## config.mk

```make
export PLATFORM = sky130hd
export DESIGN_NAME = lc3s_front_flat
export DESIGN_NICKNAME = d
export VERILOG_FILES = /design/src/design/lc3s_pkg.sv /design/src/design/lc3s_if.sv /design/src/design/lc3s_front.sv /design/src/flat_wrapper.sv
export SDC_FILE = /design/constraint.sdc
export NUM_CORES = 1
export LEC_CHECK = 0
export ABC_CLOCK_PERIOD_IN_PS = 7300
export BUFFER_PORTS_ARGS = -buffer_cell sky130_fd_sc_hd__buf_4
export CAP_MARGIN = 15
export CORE_UTILIZATION = 50
export DETAILED_ROUTE_END_ITERATION = 16
export GPL_ROUTABILITY_DRIVEN = 0
export HOLD_SLACK_MARGIN = 0.15
export MAX_ROUTING_LAYER = met4
export PLACE_DENSITY = 0.8
export SYNTH_ARGS = -nofsm -noshare
export SYNTH_HDL_FRONTEND = slang
export SYNTH_SLANG_ARGS = --single-unit
```

## constraint.sdc

```tcl
create_clock -name clk -period 7.3 [get_ports clk]
set_input_delay 1.46 -clock clk [delete_from_list [all_inputs] [get_ports clk]]
set_output_delay 1.46 -clock clk [all_outputs]
set_load 0.01 [all_outputs]
```

## src/design/lc3s_pkg.sv

```systemverilog
// Package for the LC-3 instruction step unit: request codes, status codes, opcodes,
// the queued request type and the result type.
// No dependencies.
package lc3s_pkg;

    localparam logic [1:0] REQ_WRITE   = 2'd0;
    localparam logic [1:0] REQ_EXEC    = 2'd1;
    localparam logic [1:0] REQ_RESTART = 2'd2;

    localparam logic [1:0] ST_OK      = 2'd0;
    localparam logic [1:0] ST_TRAP    = 2'd1;
    localparam logic [1:0] ST_ILLEGAL = 2'd2;
    localparam logic [1:0] ST_HALTED  = 2'd3;

    localparam logic [3:0] OP_BR   = 4'h0;
    localparam logic [3:0] OP_ADD  = 4'h1;
    localparam logic [3:0] OP_LD   = 4'h2;
    localparam logic [3:0] OP_ST   = 4'h3;
    localparam logic [3:0] OP_JSR  = 4'h4;
    localparam logic [3:0] OP_AND  = 4'h5;
    localparam logic [3:0] OP_LDR  = 4'h6;
    localparam logic [3:0] OP_STR  = 4'h7;
    localparam logic [3:0] OP_NOT  = 4'h9;
    localparam logic [3:0] OP_LDI  = 4'hA;
    localparam logic [3:0] OP_STI  = 4'hB;
    localparam logic [3:0] OP_JMP  = 4'hC;
    localparam logic [3:0] OP_LEA  = 4'hE;
    localparam logic [3:0] OP_TRAP = 4'hF;

    localparam logic [15:0] PC_RESET = 16'h3000;

    // classified request handed from front to back
    typedef struct packed {
        logic        is_write;
        logic        is_exec;
        logic        is_restart;
        logic [15:0] addr;
        logic [15:0] data;
    } req_t;

    typedef struct packed {
        logic [1:0]  status;
        logic [15:0] pc_value;
        logic [15:0] instruction_word;
        logic [2:0]  cond_flags;
        logic        reg_written;
        logic [2:0]  reg_index;
        logic [15:0] reg_value;
        logic        store_done;
        logic [15:0] store_address;
        logic [15:0] store_data;
    } res_t;

    function automatic logic [15:0] sext(input logic [15:0] v, input int bits);
        logic [15:0] r;
        r = v;
        for (int i = 0; i < 16; i++)
        begin
            if (i >= bits)
            begin
                r[i] = v[bits - 1];
            end
        end
        return r;
    endfunction

    function automatic logic [2:0] flags_of(input logic [15:0] v);
        logic [2:0] f;
        if (v == 16'd0)
        begin
            f = 3'b010;
        end
        else if (v[15])
        begin
            f = 3'b100;
        end
        else
        begin
            f = 3'b001;
        end
        return f;
    endfunction

endpackage

```

## src/design/lc3s_if.sv

```systemverilog
// Valid/ready channel interfaces for requests and results.
// No dependencies.
interface lc3s_req_if;
    logic        valid;
    logic        ready;
    logic [1:0]  req_type;
    logic [15:0] load_address;
    logic [15:0] load_data;
    modport source (output valid, req_type, load_address, load_data, input ready);
    modport sink (input valid, req_type, load_address, load_data, output ready);
endinterface


```

## src/design/lc3s_front.sv

```systemverilog
// Front end: accepts request items, classifies them and queues them (two entries).
// Depends on lc3s_pkg and lc3s_if.
module lc3s_front
(
    input  logic                clk,
    input  logic                rst_n,
    lc3s_req_if.sink            req,
    output lc3s_pkg::req_t      q_data,
    output logic                q_valid,
    input  logic                q_pop
);
    lc3s_pkg::req_t  mem_reg [2];
    logic            wp_reg, wp_next, rp_reg, rp_next;
    logic [1:0]      cnt_reg, cnt_next;
    lc3s_pkg::req_t  cls;
    logic            push;

    assign req.ready = (cnt_reg != 2'd2);
    assign push      = req.valid && req.ready;
    assign q_valid   = (cnt_reg != 2'd0);
    assign q_data    = mem_reg[rp_reg];

    always_comb
    begin
        cls.is_write   = (req.req_type == lc3s_pkg::REQ_WRITE);
        cls.is_exec    = (req.req_type == lc3s_pkg::REQ_EXEC);
        cls.is_restart = (req.req_type == lc3s_pkg::REQ_RESTART);
        cls.addr       = req.load_address;
        cls.data       = req.load_data;
        wp_next  = push ? ~wp_reg : wp_reg;
        rp_next  = q_pop ? ~rp_reg : rp_reg;
        cnt_next = cnt_reg + {1'b0, push} - {1'b0, q_pop};
    end

    always_ff @(posedge clk or negedge rst_n)
    begin
        if (!rst_n)
        begin
            wp_reg  <= 1'b0;
            rp_reg  <= 1'b0;
            cnt_reg <= 2'd0;
        end
        else
        begin
            wp_reg  <= wp_next;
            rp_reg  <= rp_next;
            cnt_reg <= cnt_next;
        end
    end

    always_ff @(posedge clk)
    begin
        if (push)
        begin
            mem_reg[wp_reg] <= cls;
        end
    end
endmodule

```

## src/flat_wrapper.sv

```systemverilog
// flat-port wrapper written by rule: the top's interface ports become plain ports
module lc3s_front_flat 
  (clk, rst_n, q_data, q_valid, q_pop, req_valid, req_req_type, req_load_address, req_load_data, req_ready);
  lc3s_req_if req_i ();
  input  logic clk;
  input  logic rst_n;
  output lc3s_pkg::req_t q_data;
  output logic q_valid;
  input  logic q_pop;
  input wire logic [$bits(req_i.valid)-1:0] req_valid;
  input wire logic [$bits(req_i.req_type)-1:0] req_req_type;
  input wire logic [$bits(req_i.load_address)-1:0] req_load_address;
  input wire logic [$bits(req_i.load_data)-1:0] req_load_data;
  output wire logic [$bits(req_i.ready)-1:0] req_ready;
  assign req_i.valid = req_valid;
  assign req_i.req_type = req_req_type;
  assign req_i.load_address = req_load_address;
  assign req_i.load_data = req_load_data;
  assign req_ready = req_i.ready;
  lc3s_front u_core (.clk(clk), .rst_n(rst_n), .req(req_i), .q_data(q_data), .q_valid(q_valid), .q_pop(q_pop));
endmodule
```

# [Word level (Yosys, flattened, before mapping)]
# Memories as Yosys holds them, arrays and structs flattened.
# Cells that the tools add are included.
[totals] ram_bits=70 mem_count=1 reg_bits=4 output_inout_bits=37
[classes] n_mux=2 addsub=2 eq_ne=3 bitwise=2 n_reduce_logical=3
[memory_table] name="u_core.mem_reg" depth=2 width=35 rd=1 rd_ports_with_merged_regs=0 write_ports=1 line="lc3s_front.sv:12" rtl="lc3s_pkg::req_t mem_reg [2];"
[op_table] op="adder 2 x 1 -> 2 bit" count=1
[op_table] op="equality test 2 x 1 -> 1 bit (second input constant)" count=1
[op_table] op="equality test 2 bit (second input constant)" count=1
[op_table] op="logical NOT 2 bit" count=1
[op_table] op="2-to-1 mux 1 bit" count=2
[op_table] op="inequality test 2 bit (second input constant)" count=1
[op_table] op="inverter 1 bit" count=2
[op_table] op="nonzero test 2 bit" count=1
[op_table] op="subtractor 2 x 1 -> 2 bit" count=1
[op_table] op="logical AND 1 bit" count=1

# [Logic depth before layout (Yosys ltp)]
[depth] ltp_word=4 mapped_depth=5 mapped_depth_nobuf=5

# [Worst setup path before layout]
# OpenSTA, ideal clock, no wires.
[synth_path] path_kind="input to register" start="input port req_valid" end="memory u_core.mem_reg[0][0] in the netlist's numbering (enable)" cell_stages=2 required_ns=6.873 t_arrival_ns=3.044 n_path_buf=0 path_slack_ns=3.828 path_cell_list="nand2_1 nor2_1"
[synth_between] elab_chain_len=3
[synth_rtl] item="start, declared" line="flat_wrapper.sv:10" rtl="input wire logic [$bits(req_i.valid)-1:0] req_valid;"
[synth_rtl] item="logical AND 1 bit" line="lc3s_front.sv:19" rtl="assign push = req.valid && req.ready;"
[synth_rtl] item="2-to-1 mux 1 bit" line="lc3s_front.sv:53" rtl="if (push)"
[synth_rtl] item="2-to-1 mux 1 bit (implied by the code)" line="lc3s_front.sv:55" rtl="mem_reg[wp_reg] <= cls;"
[synth_rtl] item="end, declared" line="lc3s_front.sv:12"
# Every way passes these cells.

==> out/summary.txt <==
Num CTS Buffers: 9
Die X: 78.03 um
Vias per inst: 4.891
DRT Wirelength: 4475 um
Hold WC Path Type: register to register
Worst VDD drop: 305.2 uV
Pre-antenna DRT Iters: 4
Async SR Flop Fraction: 0.05405
Synth unique cells: 17
CTS tree: built
Critical path data required time: 5.84 ns
Worst setup SP type: register
Top_reg_cell synth: edfxtp_1
Max Clock Freq: 0.2893 GHz
Synth top area share: 0.7273
Initial antenna violation count: 0
Final Hold Vio Count: 0
Share of cells above drive strength 1: 0.5802
Gate power share: 0.338
Count leader, synth: edfxtp_1
Flops & latches, synth: 74
Synthesized area: 2890 um2
IO Pins: 75
First-pass GRT wire length: 6941 um
Flop pwr share: 0.487
Crit Path Class: register to output pin
Number of cells after detailed placement: 272
Vias: 1389
P_sw: 0.0003856 W
Post-CTS Hold Fix Bufs: 0
Area delta synth->final: 24.93%
Switching Share: 0.2824
Number of synthesized flops with an enable pin: 70
Rel. slew slack: 0.2783
Overall die height: 78.03 um
Syn. warnings: 0
Synth top cells by count: 70 x edfxtp_1, 29 x mux2_4, 6 x mux2_2, 4 x dfrtp_1
Longest Clk Path Bufs: 2
Slack of the critical path: 3.843 ns
Starting density of the core: 0.5217
Max cap viols: 0
Final Setup Violations: 0
Top post-synthesis cells by area: edfxtp_1 73%, mux2_4 15%, dfrtp_1 3.5%
Clk pwr share: 0.175
Clock skew: 0.005910 ns
Setup Fix Bufs, Post-CTS: 0
Seq/Total Area, Yosys: 0.7619
RSZ-0062 raised after global routing: no
Status: finished, final reports clean
I/O Buffers: 74
Final period util: 0.4736
ANT cells: 0
Syn_nets: 169
Tot Pwr: 0.001365 W
Internal: 0.0009796 W
Routed WL per cell: 15.76 um
Power Density: 378.1 nW/um2
Leak: 1.439 nW
Grt total ovfl: 0
Core area: 5540 um2
Pre-CTS setup slack: 4.171 ns
Slew @ Worst Pin: 1.083 ns
Area of the die: 6089 um2
Slew Viols, Final: 0
Worst skew pair latency: 0.32 ns
CTS root buffer: clkbuf_8
Clock-pin transition on the worst setup and hold timing paths: 0.07 ns
Gr usage total: 0.1629
Mapped Cells: 130
Number of global-route vias before repair: 1458
Min Clock Period, post-route: 3.457 ns
Final TNS setup: 0 ns
Critical Path AT: 2.00 ns
H-Tree Depth: 3
Rows: 27
1st-iter DRT viols: 88
Area leader, netlist: edfxtp_1
Max reg flops: 70
Final Util: 0.6518
Sink Count: 74
Final cell count without fillers: 284
Post_cts resized: 0
Nets: 250
CP endpoint kind: output pin
Post-DRT Antenna Nets: 0
Drt drc: 0
Largest net degree at the start of global routing: 37
Critical path fanouts, max: 36
Syn_area_per_cell: 22.23 um2
-- path summary, 6_finish.rpt --
check	end	cells after the start	start	slack, ns
max	q_data[2]	2	u_core.rp_reg	3.84
min	u_core.wp_reg	1	u_core.wp_reg	0.55
max reg2reg	u_core.mem_reg[0][26]	3	u_core.cnt_reg[0]	5.34
min reg2reg	u_core.wp_reg	1	u_core.wp_reg	0.55
max in group asynchronous	u_core.rp_reg	1	rst_n	6.27
min in group asynchronous	u_core.wp_reg	1	rst_n	0.92
-- cell families after synthesis --
group | Yosys count | share of synthesized area
DFF | 74 | 0.7619
muxes | 36 | 0.1775
and+or+nand+nor | 10 | 0.01819
buffers and inverters | 5 | 0.02597
xor gates and xnor gates | 4 | 0.01212
adders and majority gates | 1 | 0.004328
-- placed cells by master (no fill, tap or decap), drive strengths merged, types with 2 or more instances in the layout --
master and n:
nand2 2, nor2 2, dfrtp 4, mux2 35
clkinv 2, edfxtp 70, xnor2 2, buf 74
xor2 2, nor2b 3, clkbuf 10
-- routing by layer --
metal / global-route usage / share of wire
met1: 0.1847 / 0.42
met2: 0.2735 / 0.50
met3: 0.03605 / 0.051
met4: 0.08333 / 0.020
met5: - / 0
-- cell type report --
cell class                      count  area (um2)
Sequential cell                    74        2203
Fill cell                         414        1929
Multi-Input combinational cell     51       621.8
Timing Repair Buffer               74       555.5
Clock buffer                       10       127.6
Tap cell                           72       90.09
Clock inverter                      2       8.758
Inverter                            1       3.754
-- critical path, stage by stage (launching register included) --
cell and delay, ns:
dfrtp_2 1.08, mux2_2 0.42, buf_4 0.14
-- metrics by stage --
stage	hold WS [ns]	cell area [um2]
2_1_floorplan	0.4604	2890
3_3_place_gp	0.5304	3475
3_5_place_dp	0.5347	3475
4_1_cts	0.5509	3611
5_1_grt	0.5837	3611
6_report	0.5533	3611
-- power by group through the flow --
| stage | Sequential (W) | Combinational, W | Clock (W) |
|---|---|---|---|
| after floorplan | 0.000614 | 0.000357 | 0 |
| after global placement | 0.000669 | 0.000460 | 0 |
| after detailed placement | 0.000675 | 0.000468 | 0 |
| after CTS | 0.000666 | 0.000470 | 0.000244 |
| after global routing | 0.000678 | 0.000493 | 0.000260 |
| final | 0.000665 | 0.000462 | 0.000238 |
Note: power is estimated with default switching activity, not from simulation.
